<file path="src/sv/smh_pkg.sv">
// Shared types, constants and round functions for the SHA-1 message hasher.
package smh_pkg;

    localparam int ROUNDS     = 80;
    localparam int BLOCK_BITS = 512;

    typedef logic [4:0][31:0] t_digest;

    // Initial chaining value, word 0 in the lowest slot.
    localparam t_digest H_INIT = {
        32'hc3d2e1f0, 32'h10325476, 32'h98badcfe, 32'hefcdab89, 32'h67452301
    };

    // Round constant for each group of twenty rounds.
    localparam logic [3:0][31:0] K_ROUND = {
        32'hca62c1d6, 32'h8f1bbcdc, 32'h6ed9eba1, 32'h5a827999
    };

    localparam logic [7:0] PAD_MARK  = 8'h80;
    localparam logic [5:0] LAST_BYTE = 6'd63;
    localparam logic [5:0] LEN_START = 6'd55;
    localparam logic [2:0] LAST_WORD = 3'd4;
    localparam logic [2:0] LAST_LEN  = 3'd7;

    typedef enum logic [2:0] {
        ST_IDLE,
        ST_PAD_MARK,
        ST_PAD_ZERO,
        ST_PAD_LEN,
        ST_LOAD,
        ST_ROUND,
        ST_FOLD,
        ST_OUT
    } t_state;

    // Where the sequencer goes once a compression has been folded in.
    typedef enum logic [1:0] {
        RET_IDLE,
        RET_PAD,
        RET_OUT
    } t_ret;

    typedef struct packed {
        logic       init;
        logic       shift;
        logic [7:0] shift_data;
        logic       load;
        logic       round;
        logic       fold;
    } t_core_cmd;

    function automatic logic [31:0] round_f(input logic [1:0] grp, input logic [31:0] b,
                                            input logic [31:0] c, input logic [31:0] d);
        logic [31:0] f;
        case (grp)
            2'd0:    f = (b & c) | (~b & d);
            2'd2:    f = (b & c) | (b & d) | (c & d);
            default: f = b ^ c ^ d;
        endcase
        return f;
    endfunction

endpackage

</file>
<file path="src/sv/sha1_message_hasher_top.sv">
// Top level of the SHA-1 message hasher: sequencer, round datapath and digest read-out.
// A data byte request is taken when idle; every 64th byte also runs a compression (load, 80 rounds, fold).
// A finish request pads one byte per cycle outside the compressions and runs one or two
// compressions, then offers five digest words, one per accepted output cycle.
// Data bytes are not taken during a compression; the one-round-per-cycle unit sets its pace.
// Synchronous active-low reset loads the initial chaining value and clears all counters.
module sha1_message_hasher_top (
    input  logic        i_clk,
    input  logic        i_rst_n,
    input  logic        i_valid,
    output logic        o_ready,
    input  logic        i_kind,
    input  logic [7:0]  i_data_byte,
    output logic        o_valid,
    input  logic        i_ready,
    output logic [31:0] o_digest_word,
    output logic [2:0]  o_word_index,
    output logic        o_last_word
);

    // Commands from the sequencer to the datapath travel as one struct.
    smh_pkg::t_core_cmd core_cmd;
    logic               last_round;
    smh_pkg::t_digest   digest;

    // The sequencer owns both handshakes. It accepts a request only when idle, so a
    // request is never taken while a compression or the digest read-out is under way.
    smh_seq u_seq (
        .i_clk        (i_clk),
        .i_rst_n      (i_rst_n),
        .i_valid      (i_valid),
        .o_ready      (o_ready),
        .i_kind       (i_kind),
        .i_data_byte  (i_data_byte),
        .o_valid      (o_valid),
        .i_ready      (i_ready),
        .o_word_index (o_word_index),
        .o_last_word  (o_last_word),
        .o_cmd        (core_cmd),
        .i_last_round (last_round)
    );

    // The datapath keeps the block in a 512-bit shift register that also serves as the
    // sliding message schedule, so one round unit is reused for all 80 rounds.
    smh_core u_core (
        .i_clk        (i_clk),
        .i_rst_n      (i_rst_n),
        .i_cmd        (core_cmd),
        .o_last_round (last_round),
        .o_h          (digest)
    );

    // The digest words come straight from the chaining registers, which hold still
    // while the words are offered, so the payload is stable until taken.
    assign o_digest_word = digest[o_word_index];

endmodule

</file>
<file path="src/sv/smh_core.sv">
// Compression datapath: block shift register, one shared round unit, chaining state.
module smh_core (
    input  logic                i_clk,
    input  logic                i_rst_n,
    input  smh_pkg::t_core_cmd  i_cmd,
    output logic                o_last_round,
    output smh_pkg::t_digest    o_h
);

    logic [smh_pkg::BLOCK_BITS-1:0] r_w;
    logic [31:0]                    r_a, r_b, r_c, r_d, r_e;
    smh_pkg::t_digest               r_h;
    logic [6:0]                     r_rnd;

    logic [31:0] w0, w2, w8, w13, w_mix, w_new, f_val, t_val;
    logic [1:0]  grp;

    // During the rounds the window holds w[i] .. w[i+15]; the schedule word for i+16 is appended.
    assign w0    = r_w[511:480];
    assign w2    = r_w[447:416];
    assign w8    = r_w[255:224];
    assign w13   = r_w[95:64];
    assign w_mix = w13 ^ w8 ^ w2 ^ w0;
    assign w_new = {w_mix[30:0], w_mix[31]};

    always_comb begin
        if (r_rnd < 7'd20) begin
            grp = 2'd0;
        end else if (r_rnd < 7'd40) begin
            grp = 2'd1;
        end else if (r_rnd < 7'd60) begin
            grp = 2'd2;
        end else begin
            grp = 2'd3;
        end
    end

    assign f_val = smh_pkg::round_f(grp, r_b, r_c, r_d);
    assign t_val = {r_a[26:0], r_a[31:27]} + f_val + r_e + smh_pkg::K_ROUND[grp] + w0;

    always_ff @(posedge i_clk) begin
        if (!i_rst_n) begin
            r_h   <= smh_pkg::H_INIT;
            r_rnd <= '0;
        end else begin
            if (i_cmd.init) begin
                r_h <= smh_pkg::H_INIT;
            end else if (i_cmd.fold) begin
                r_h[0] <= r_h[0] + r_a;
                r_h[1] <= r_h[1] + r_b;
                r_h[2] <= r_h[2] + r_c;
                r_h[3] <= r_h[3] + r_d;
                r_h[4] <= r_h[4] + r_e;
            end
            if (i_cmd.load) begin
                r_rnd <= '0;
            end else if (i_cmd.round) begin
                r_rnd <= r_rnd + 7'd1;
            end
        end
    end

    always_ff @(posedge i_clk) begin
        if (i_cmd.shift) begin
            r_w <= {r_w[smh_pkg::BLOCK_BITS-9:0], i_cmd.shift_data};
        end else if (i_cmd.round) begin
            r_w <= {r_w[smh_pkg::BLOCK_BITS-33:0], w_new};
        end
        if (i_cmd.load) begin
            r_a <= r_h[0];
            r_b <= r_h[1];
            r_c <= r_h[2];
            r_d <= r_h[3];
            r_e <= r_h[4];
        end else if (i_cmd.round) begin
            r_a <= t_val;
            r_b <= r_a;
            r_c <= {r_b[1:0], r_b[31:2]};
            r_d <= r_c;
            r_e <= r_d;
        end
    end

    assign o_last_round = (r_rnd == 7'(smh_pkg::ROUNDS - 1));
    assign o_h          = r_h;

`ifndef SYNTHESIS
    a_rnd_range: assert property (@(posedge i_clk) disable iff (!i_rst_n)
        i_cmd.round |-> (r_rnd < 7'(smh_pkg::ROUNDS)))
        else $error("round counter ran past the last round");
    a_load_clears: assert property (@(posedge i_clk) disable iff (!i_rst_n)
        i_cmd.load |=> (r_rnd == 7'd0))
        else $error("round counter not cleared on load");
    a_no_shift_in_rounds: assert property (@(posedge i_clk) disable iff (!i_rst_n)
        i_cmd.round |-> !i_cmd.shift)
        else $error("byte shifted in during a compression");
`endif

endmodule

</file>
<file path="src/sv/smh_seq.sv">
// Sequencer: byte intake, padding, compression steps and digest read-out.
module smh_seq (
    input  logic                i_clk,
    input  logic                i_rst_n,
    input  logic                i_valid,
    output logic                o_ready,
    input  logic                i_kind,
    input  logic [7:0]          i_data_byte,
    output logic                o_valid,
    input  logic                i_ready,
    output logic [2:0]          o_word_index,
    output logic                o_last_word,
    output smh_pkg::t_core_cmd  o_cmd,
    input  logic                i_last_round
);

    smh_pkg::t_state r_state, n_state;
    smh_pkg::t_ret   r_ret, n_ret;
    logic [5:0]      r_cnt, n_cnt;
    logic [60:0]     r_len, n_len;
    logic [63:0]     r_lsh, n_lsh;
    logic [2:0]      r_pcnt, n_pcnt;
    logic [2:0]      r_oidx, n_oidx;

    logic in_acc, data_acc, fin_acc, out_acc, out_done;

    assign in_acc   = i_valid && o_ready;
    assign data_acc = in_acc && !i_kind;
    assign fin_acc  = in_acc && i_kind;
    assign out_acc  = o_valid && i_ready;
    assign out_done = out_acc && (r_oidx == smh_pkg::LAST_WORD);

    // Next state.
    always_comb begin
        n_state = r_state;
        n_ret   = r_ret;
        unique case (r_state) inside
            smh_pkg::ST_IDLE: begin
                if (data_acc && r_cnt == smh_pkg::LAST_BYTE) begin
                    n_state = smh_pkg::ST_LOAD;
                    n_ret   = smh_pkg::RET_IDLE;
                end else if (fin_acc) begin
                    n_state = smh_pkg::ST_PAD_MARK;
                end
            end
            smh_pkg::ST_PAD_MARK, smh_pkg::ST_PAD_ZERO: begin
                if (r_cnt == smh_pkg::LAST_BYTE) begin
                    n_state = smh_pkg::ST_LOAD;
                    n_ret   = smh_pkg::RET_PAD;
                end else if (r_cnt == smh_pkg::LEN_START) begin
                    n_state = smh_pkg::ST_PAD_LEN;
                end else begin
                    n_state = smh_pkg::ST_PAD_ZERO;
                end
            end
            smh_pkg::ST_PAD_LEN: begin
                if (r_pcnt == smh_pkg::LAST_LEN) begin
                    n_state = smh_pkg::ST_LOAD;
                    n_ret   = smh_pkg::RET_OUT;
                end
            end
            smh_pkg::ST_LOAD: begin
                n_state = smh_pkg::ST_ROUND;
            end
            smh_pkg::ST_ROUND: begin
                if (i_last_round) begin
                    n_state = smh_pkg::ST_FOLD;
                end
            end
            smh_pkg::ST_FOLD: begin
                unique case (r_ret)
                    smh_pkg::RET_PAD: n_state = smh_pkg::ST_PAD_ZERO;
                    smh_pkg::RET_OUT: n_state = smh_pkg::ST_OUT;
                    default:          n_state = smh_pkg::ST_IDLE;
                endcase
            end
            smh_pkg::ST_OUT: begin
                if (out_done) begin
                    n_state = smh_pkg::ST_IDLE;
                end
            end
            default: n_state = smh_pkg::ST_IDLE;
        endcase
    end

    // Outputs and core commands.
    always_comb begin
        o_ready = 1'b0;
        o_valid = 1'b0;
        o_cmd   = '0;
        unique case (r_state)
            smh_pkg::ST_IDLE: begin
                o_ready          = 1'b1;
                o_cmd.shift      = data_acc;
                o_cmd.shift_data = i_data_byte;
            end
            smh_pkg::ST_PAD_MARK: begin
                o_cmd.shift      = 1'b1;
                o_cmd.shift_data = smh_pkg::PAD_MARK;
            end
            smh_pkg::ST_PAD_ZERO: begin
                o_cmd.shift = 1'b1;
            end
            smh_pkg::ST_PAD_LEN: begin
                o_cmd.shift      = 1'b1;
                o_cmd.shift_data = r_lsh[63:56];
            end
            smh_pkg::ST_LOAD:  o_cmd.load  = 1'b1;
            smh_pkg::ST_ROUND: o_cmd.round = 1'b1;
            smh_pkg::ST_FOLD:  o_cmd.fold  = 1'b1;
            smh_pkg::ST_OUT: begin
                o_valid    = 1'b1;
                o_cmd.init = out_done;
            end
            default: o_cmd = '0;
        endcase
    end

    // Counters and the length shifter.
    always_comb begin
        n_cnt  = o_cmd.shift ? r_cnt + 6'd1 : r_cnt;
        n_len  = r_len;
        n_lsh  = r_lsh;
        n_pcnt = r_pcnt;
        n_oidx = r_oidx;
        if (data_acc) begin
            n_len = r_len + 61'd1;
        end else if (out_done) begin
            n_len = '0;
        end
        if (fin_acc) begin
            n_lsh = {r_len, 3'b000};
        end else if (r_state == smh_pkg::ST_PAD_LEN) begin
            n_lsh  = {r_lsh[55:0], 8'h00};
            n_pcnt = r_pcnt + 3'd1;
        end
        if (out_acc) begin
            n_oidx = out_done ? 3'd0 : r_oidx + 3'd1;
        end
    end

    always_ff @(posedge i_clk) begin
        if (!i_rst_n) begin
            r_state <= smh_pkg::ST_IDLE;
            r_ret   <= smh_pkg::RET_IDLE;
            r_cnt   <= '0;
            r_len   <= '0;
            r_pcnt  <= '0;
            r_oidx  <= '0;
        end else begin
            r_state <= n_state;
            r_ret   <= n_ret;
            r_cnt   <= n_cnt;
            r_len   <= n_len;
            r_pcnt  <= n_pcnt;
            r_oidx  <= n_oidx;
        end
    end

    always_ff @(posedge i_clk) begin
        r_lsh <= n_lsh;
    end

    assign o_word_index = r_oidx;
    assign o_last_word  = (r_oidx == smh_pkg::LAST_WORD);

`ifndef SYNTHESIS
    a_load_aligned: assert property (@(posedge i_clk) disable iff (!i_rst_n)
        (r_state == smh_pkg::ST_LOAD) |-> (r_cnt == 6'd0))
        else $error("compression started on a partial block");
    a_len_position: assert property (@(posedge i_clk) disable iff (!i_rst_n)
        (r_state == smh_pkg::ST_PAD_LEN && r_pcnt == 3'd0) |-> (r_cnt == 6'd56))
        else $error("length field not placed at byte 56");
    a_clean_restart: assert property (@(posedge i_clk) disable iff (!i_rst_n)
        out_done |=> (r_state == smh_pkg::ST_IDLE && r_len == 61'd0 && r_cnt == 6'd0))
        else $error("message state not cleared after the digest");
`endif

endmodule
</file>
<file path="config.mk">
export PLATFORM = sky130hd
export DESIGN_NAME = sha1_message_hasher_top
export DESIGN_NICKNAME = d
export VERILOG_FILES = /design/src/sv/smh_pkg.sv /design/src/sv/sha1_message_hasher_top.sv /design/src/sv/smh_core.sv /design/src/sv/smh_seq.sv
export SDC_FILE = /design/constraint.sdc
export NUM_CORES = 2
export LEC_CHECK = 0
export BUFFER_PORTS_ARGS = -buffer_cell sky130_fd_sc_hd__buf_4
export CAP_MARGIN = 5
export CORE_ASPECT_RATIO = 0.7
export CORE_MARGIN = 2
export CORE_UTILIZATION = 30
export DETAILED_ROUTE_END_ITERATION = 7
export HOLD_SLACK_MARGIN = 0.1
export PLACE_DENSITY = 0.44
export SYNTH_ARGS = -nofsm -noshare
export SYNTH_HDL_FRONTEND = slang
export SYNTH_SLANG_ARGS = --single-unit
</file>
<file path="constraint.sdc">
create_clock -name i_clk -period 12.33 [get_ports i_clk]
set_input_delay 3.699 -clock i_clk [delete_from_list [all_inputs] [get_ports i_clk]]
set_output_delay 3.699 -clock i_clk [all_outputs]
set_load 0.01 [all_outputs]
</file>
* Word-level counts from Yosys, hierarchy flattened *
Index checks and enable logic that the tools add are counted.
W data, S select, Z words.

operators by class
  bitwise logic cells = 15
  equality and inequality tests = 21
  order comparisons = 5
  $add $sub $neg = 14
  muxes and demuxes = 46
  reductions and logical operators = 21

operators with widths
  kind                     count
  $mux W512                2
  $mux W32                 12
  $add A32 B32 Y32         9
  $xor A32 B32 Y32         5
  $and A32 B32 Y32         4
  $mux W64                 2
  $mux W61                 2
  $bmux W32 S3             1
  $or A32 B32 Y32          3
  $bmux W32 S2             1
  $pmux W32 S2             1
  $add A61 B1 Y61 const B  1
  $not A32 Y32             1
  $pmux W8 S3              1
  $mux W3                  7
  $pmux W3 S7              1
  $eq A3 B3 Y1 const B     6
  $lt A7 B6 Y1 const B     2
  $eq A6 B6 Y1 const B     2
  $mux W2                  5
  $mux W1                  8
  $reduce_and A4 Y1        2
  $reduce_bool A2 Y1       4
  $add A7 B1 Y7 const B    1
  25 further kinds         39

word-level totals
  output and inout bits = 38
  input bits = 13
  register bits after elaboration = 978
  logic and storage cells = 141

* Logic depth before layout (Yosys ltp) *
  depth after elaboration = 12
  depth in mapped cells = 26
  gate-level depth less buffers = 23

* By module *
Synthesis repeated with hierarchy kept, for this count alone.

second synthesis, totals
  cell total of the unflattened synthesis = 4771
  area, all modules = 55082.8 µm²

modules (own cells, without submodules)
  module                   instances  sequential area each (µm²)  cells each  area each (µm²)
  smh_core                 1          23522.6                     3974        47068.9
  smh_seq                  1          3393.3                      647         6647.6
  sha1_message_hasher_top  1          0.0                         150         1366.3

* Least setup slack after synthesis *
OpenSTA, ideal clock, no wires.

  path type = input -> register
  start = input i_kind
  end = register u_core.r_w[0] in the netlist's numbering, enable pin
  buffers on the path = 2
  data arrival time = 10913 ps
  data required time = 11663 ps
  slack = 750 ps
  library setup time = 667 ps
  cell stages on the path = 5
  path through = nand2b_1 -> a21oi_1 -> clkbuf_1 -> clkbuf_1 -> or2_2

on the way
  longest elaborated chain between the ends = 4

ends and longest elaborated chain
  what                                 RTL line                       source
  start: declaration                   sha1_message_hasher_top.sv:12  input logic i_kind,
  $logic_not A1 Y1                     smh_seq.sv:28                  assign data_acc = in_acc && !i_kind;
  $logic_and A1 B1 Y1                  smh_seq.sv:28
  $pmux W1 S2                          smh_seq.sv:91                  unique case (r_state)
  $reduce_bool A2 Y1 (no source line)  -
  end signal: assignment               smh_core.sv:65                 r_w <= {r_w[smh_pkg::BLOCK_BITS-9:0], i_cmd.shift_data};
  end signal: assignment               smh_core.sv:67                 r_w <= {r_w[smh_pkg::BLOCK_BITS-33:0], w_new};
  end: declaration                     smh_core.sv:10                 logic [smh_pkg::BLOCK_BITS-1:0] r_w;

Every way passes these cells.
A chain may end at the register's enable or synchronous reset.

* Worst setup path in the final report *
  start = register u_seq.r_oidx[0], in the netlist u_seq.o_word_index[0]
  end = output o_digest_word[11]

on the way
  longest elaborated chain between the ends = 2

ends and longest elaborated chain
  what                            RTL line                       source
  start: declaration              smh_seq.sv:23                  logic [2:0] r_oidx, n_oidx;
  start signal: assignment        smh_seq.sv:156                 r_oidx <= n_oidx;
  $bmux W32 S3                    sha1_message_hasher_top.sv:55  assign o_digest_word = digest[o_word_index];
  $mux W32 (not written as such)  sha1_message_hasher_top.sv:55
  end: declaration                sha1_message_hasher_top.sv:16  output logic [31:0] o_digest_word,

Every way passes these cells. The select of a mux whose other input is x is not followed.

==> reports/summary.txt <==
========================================================================================
Outcome ................................................................... finished clean
Vias ......................................................................        41677
Fill cell total of the finished layout ....................................        18927
Number of unique standard cell types used by synthesis ....................           95
Final Routed Wirelength ...................................................    169300 um
Clk pin slew, worst setup/hold paths ......................................      0.06 ns
Required time worst endpoint ..............................................      8.63 ns
Worst-case clock buffer depth .............................................            3
Number of gates resized after cts .........................................            0
Total global routing track utilization ....................................       0.1788
Number of global-route vias before repair .................................        39484
Antenna Nets Post-Route ...................................................            0
Area enclosed by the die boundary .........................................   0.1879 mm2
Final setup TNS ...........................................................         0 ns
Floorplan Core Area .......................................................   0.1826 mm2
Unrepaired setup endpoints after global routing ...........................           no
Worst setup timing slack at the placement stage ...........................     5.223 ns
Floorplan die height ......................................................     363.2 um
Most frequently used flop master after synthesis ..........................     edfxtp_1
Port buffer count .........................................................           50
Area of the mapped netlist ................................................  0.05531 mm2
Leading area contributor after synthesis ..................................     edfxtp_1
Count of boundary I/O pins ................................................           51
P_leak ....................................................................     25.55 nW
Tmin final ................................................................     7.385 ns
Total number of placement rows ............................................          131
Area grow syn2layout ......................................................       11.96%
Peak supply drop ..........................................................    0.1168 mV
Count of yosys warnings during synthesis ..................................            0
Proportion of netlist area held by the largest area contributor ...........       0.3980
Max frequency .............................................................    135.4 MHz
Cell class contributing the biggest share of worst-path delay ............. buffers and inverters
Worst max-slew margin expressed relative to the limit .....................       0.1128
Total half-perimeter wirelength after legalization and detailed placement .    118200 um
Initial core utilization ..................................................       0.3029
Number of H-tree levels ...................................................            3
Largest fanout on the critical path .......................................           22
Leading cell types in the layout, fill and taps excluded .................. nand2_1 (2164), edfxtp_1 (733), inv_1 (291), a21oi_1 (284), o21ai_0 (251)
Largest incremental delay on the critical path ............................      0.85 ns
Critical path type ........................................................   reg -> out
Design Area, Final ........................................................  0.06192 mm2
Most frequent CP cell .....................................................        buf_4
Final weighted congestion of routability-driven global placement ..........       0.8806
Source-to-sink clock delay at the later pin of the worst-skew pair ........      0.75 ns
Largest cells by area after synthesis ..................................... edfxtp_1 (40%), nand2_1 (15%), dfxtp_1 (8.9%)
Worst setup SP type .......................................................         flop
Max-cap violation count ...................................................            0
PnR worst setup slack .....................................................     4.945 ns
Worst slew pin tran .......................................................     1.331 ns
Ratio of routed vias to standard cells ....................................        4.921
Arrival time worst endpoint ...............................................      3.69 ns
Average wire per standard cell ............................................     19.99 um
Antenna violations before repair ..........................................            2
1st-iter DRT viols ........................................................         3784
Number of nets at the end of the flow .....................................         6249
Overflow left after global routing ........................................            0
CP bufs+invs ..............................................................            3
Post-route DRC ............................................................            0
Proportion of synthesized flip-flops having asynchronous set or reset .....            0
Mean instance size in the synthesized netlist .............................    9.262 um2
Share of the clock period used by the worst path ..........................       0.5990
R2R Setup Slk .............................................................      5.37 ns
Final number of hold-violating endpoints ..................................            0
Total clock buffers created by CTS ........................................          107
Number of register bits inferred by synthesis .............................          978
Critical Path Slowest Stage Cell ..........................................      o21ai_0
Count of mapped cells out of synthesis ....................................         5971
Number of flops mapped to enable cells by yosys ...........................          733
Fraction of final layout cells sized beyond drive strength 1 ..............      0.06959
Placed standard-cell area .................................................  0.05827 mm2
Most common cell after layout, fill and taps aside ........................      nand2_1
Synthesized Nets ..........................................................         6308
Hold_buf cts ..............................................................            0
Part of the Yosys area used for sequential elements .......................       0.4867
Critical Path End Type ....................................................   output pin
CTS tree ..................................................................          yes
First-pass GRT wire length ................................................    256200 um
Path type of the worst min-delay path .....................................   reg -> reg
Number of iterations in the first detailed-routing pass ...................            5
Max Clock Skew ............................................................   0.05904 ns
Clk sink count ............................................................          978
Pin count of the biggest net entering global routing ......................          211
Die Width .................................................................     517.2 um
Pwr per Cell Area ......................................................... 151.4 mW/mm2
Endpoints failing setup ...................................................            0
Post-CTS repair timing setup buffer count .................................            0
Clock Root Buffer .........................................................    clkbuf_16
Slew Limit Fails ..........................................................            0
Critical Path, Cell by Cell ............................................... buf_4 -> mux4_2 -> inv_1 -> o21ai_0 -> buf_4
========================================================================================
==> area by class of cell <==
cell class | count | area (um2) | area share
multi-input cells | 4426 | 26350 | 0.4256
flip-flops and latches | 978 | 26920 | 0.4347
repair buffers | 106 | 839.6 | 0.01356
well taps | 2460 | 3078 | 0.04971
diodes | 3 | 7.507 | 0.0001212
clock buffers | 148 | 3102 | 0.05009
clock inverters | 56 | 524.3 | 0.008467
inverters | 293 | 1100 | 0.01776
==> kinds of logic after synthesis <==
kind of cell / Yosys count / synth area share
and+or+nand+nor: 2778 / 0.2055
buffers and inverters: 567 / 0.03893
muxes: 138 / 0.03364
xor gates and xnor gates: 253 / 0.04007
AOI/OAI and AO/OA: 932 / 0.1047
adders and majority gates: 325 / 0.09045
DFF: 978 / 0.4867
==> power by group <==
group          internal [W]  total (W)  switching, W
sequential          0.00419    0.00448      0.000288
combinational      0.000531    0.00153      0.000995
clock               0.00189    0.00337       0.00148
total               0.00662    0.00937       0.00276
==> final timing paths <==
check / from / end / cells after the start
worst max-delay path: u_seq.o_word_index[0]$_SDFFE_PN0P_ / o_digest_word[11] / 5
worst min-delay path: u_seq.r_ret[0]$_SDFFE_PN0P_ / u_seq.r_ret[0]$_SDFFE_PN0P_ / 2
worst max register to register: u_core.r_rnd[3]$_SDFFE_PP0P_ / u_core.r_a[29]$_DFFE_PP_ / 24
worst min register to register: u_seq.r_ret[0]$_SDFFE_PN0P_ / u_seq.r_ret[0]$_SDFFE_PN0P_ / 2
==> stage by stage <==
stage,util,total power [W],std cells,hold WS (ns)
2_1_floorplan,-,0.005627,5971,0.4461
3_3_place_gp,0.3191,0.006088,8262,0.4623
3_5_place_dp,0.3191,0.006084,8262,0.4674
4_1_cts,0.3390,0.009494,8466,0.4785
5_1_grt,0.3391,0.009883,8468,0.5077
6_report,0.3391,0.009375,8470,0.4721
==> routing by layer <==
layer,share of wire,track usage
met1,0.53,0.2886
met3,0.076,0.04538
met2,0.38,0.2301
met4,0.021,0.03950
met5,0.000071,0
==> cells in the mapped netlist (12+ instances only) <==
cell / number
a211oi_1: 33
a21o_1: 71
a21oi_1: 286
a221o_1: 23
a221oi_1: 14
a31oi_1: 21
and2_1: 20
and3_1: 36
buf_1: 16
clkbuf_1: 252
dfxtp_1: 245
edfxtp_1: 733
fa_1: 125
ha_1: 199
inv_1: 292
mux2_2: 58
mux2i_1: 46
mux4_2: 32
nand2_1: 2167
nand2b_1: 30
nand3_1: 95
nand4_1: 36
nor2_1: 234
nor2b_1: 25
nor3_1: 30
o211ai_1: 69
o21a_1: 32
o21ai_0: 251
o21ai_1: 12
o21bai_1: 14
o31ai_1: 13
or2_2: 18
or3_1: 32
xnor2_1: 170
xor2_1: 83
==> state kept, by name (all words and copies together), names as in the netlist <==
signal              count
u_core.r_w            512
u_core.o_h            160
u_seq.r_len            61
u_seq.r_lsh            61
u_core.r_a             32
u_core.r_b             32
u_core.r_c             32
u_core.r_d             32
u_core.r_e             32
u_core.r_rnd            7
u_seq.r_cnt             6
u_seq.o_word_index      3
u_seq.r_pcnt            3
u_seq.r_state           3
u_seq.r_ret             2
==> worst register-to-register path, stage by stage (launching register included) <==
cell      delay [ns]
dfxtp_1         0.38
or2_2           0.35
a21oi_4         0.14
buf_4           0.50
inv_1           0.47
nand2_1         0.23
inv_1           0.18
nor2_1          0.59
fa_1            0.30
inv_1           0.05
fa_1            0.49
inv_1           0.07
fa_1            0.51
inv_1           0.05
ha_1            0.35
a21o_1          0.23
a21oi_1         0.21
o21ai_1         0.10
a21oi_1         0.18
and3b_1         0.21
a211oi_1        0.13
or4_1           0.50
a31oi_1         0.23
xor2_1          0.17
o21ai_1         0.07
Power figures use the tool's default switching activity.
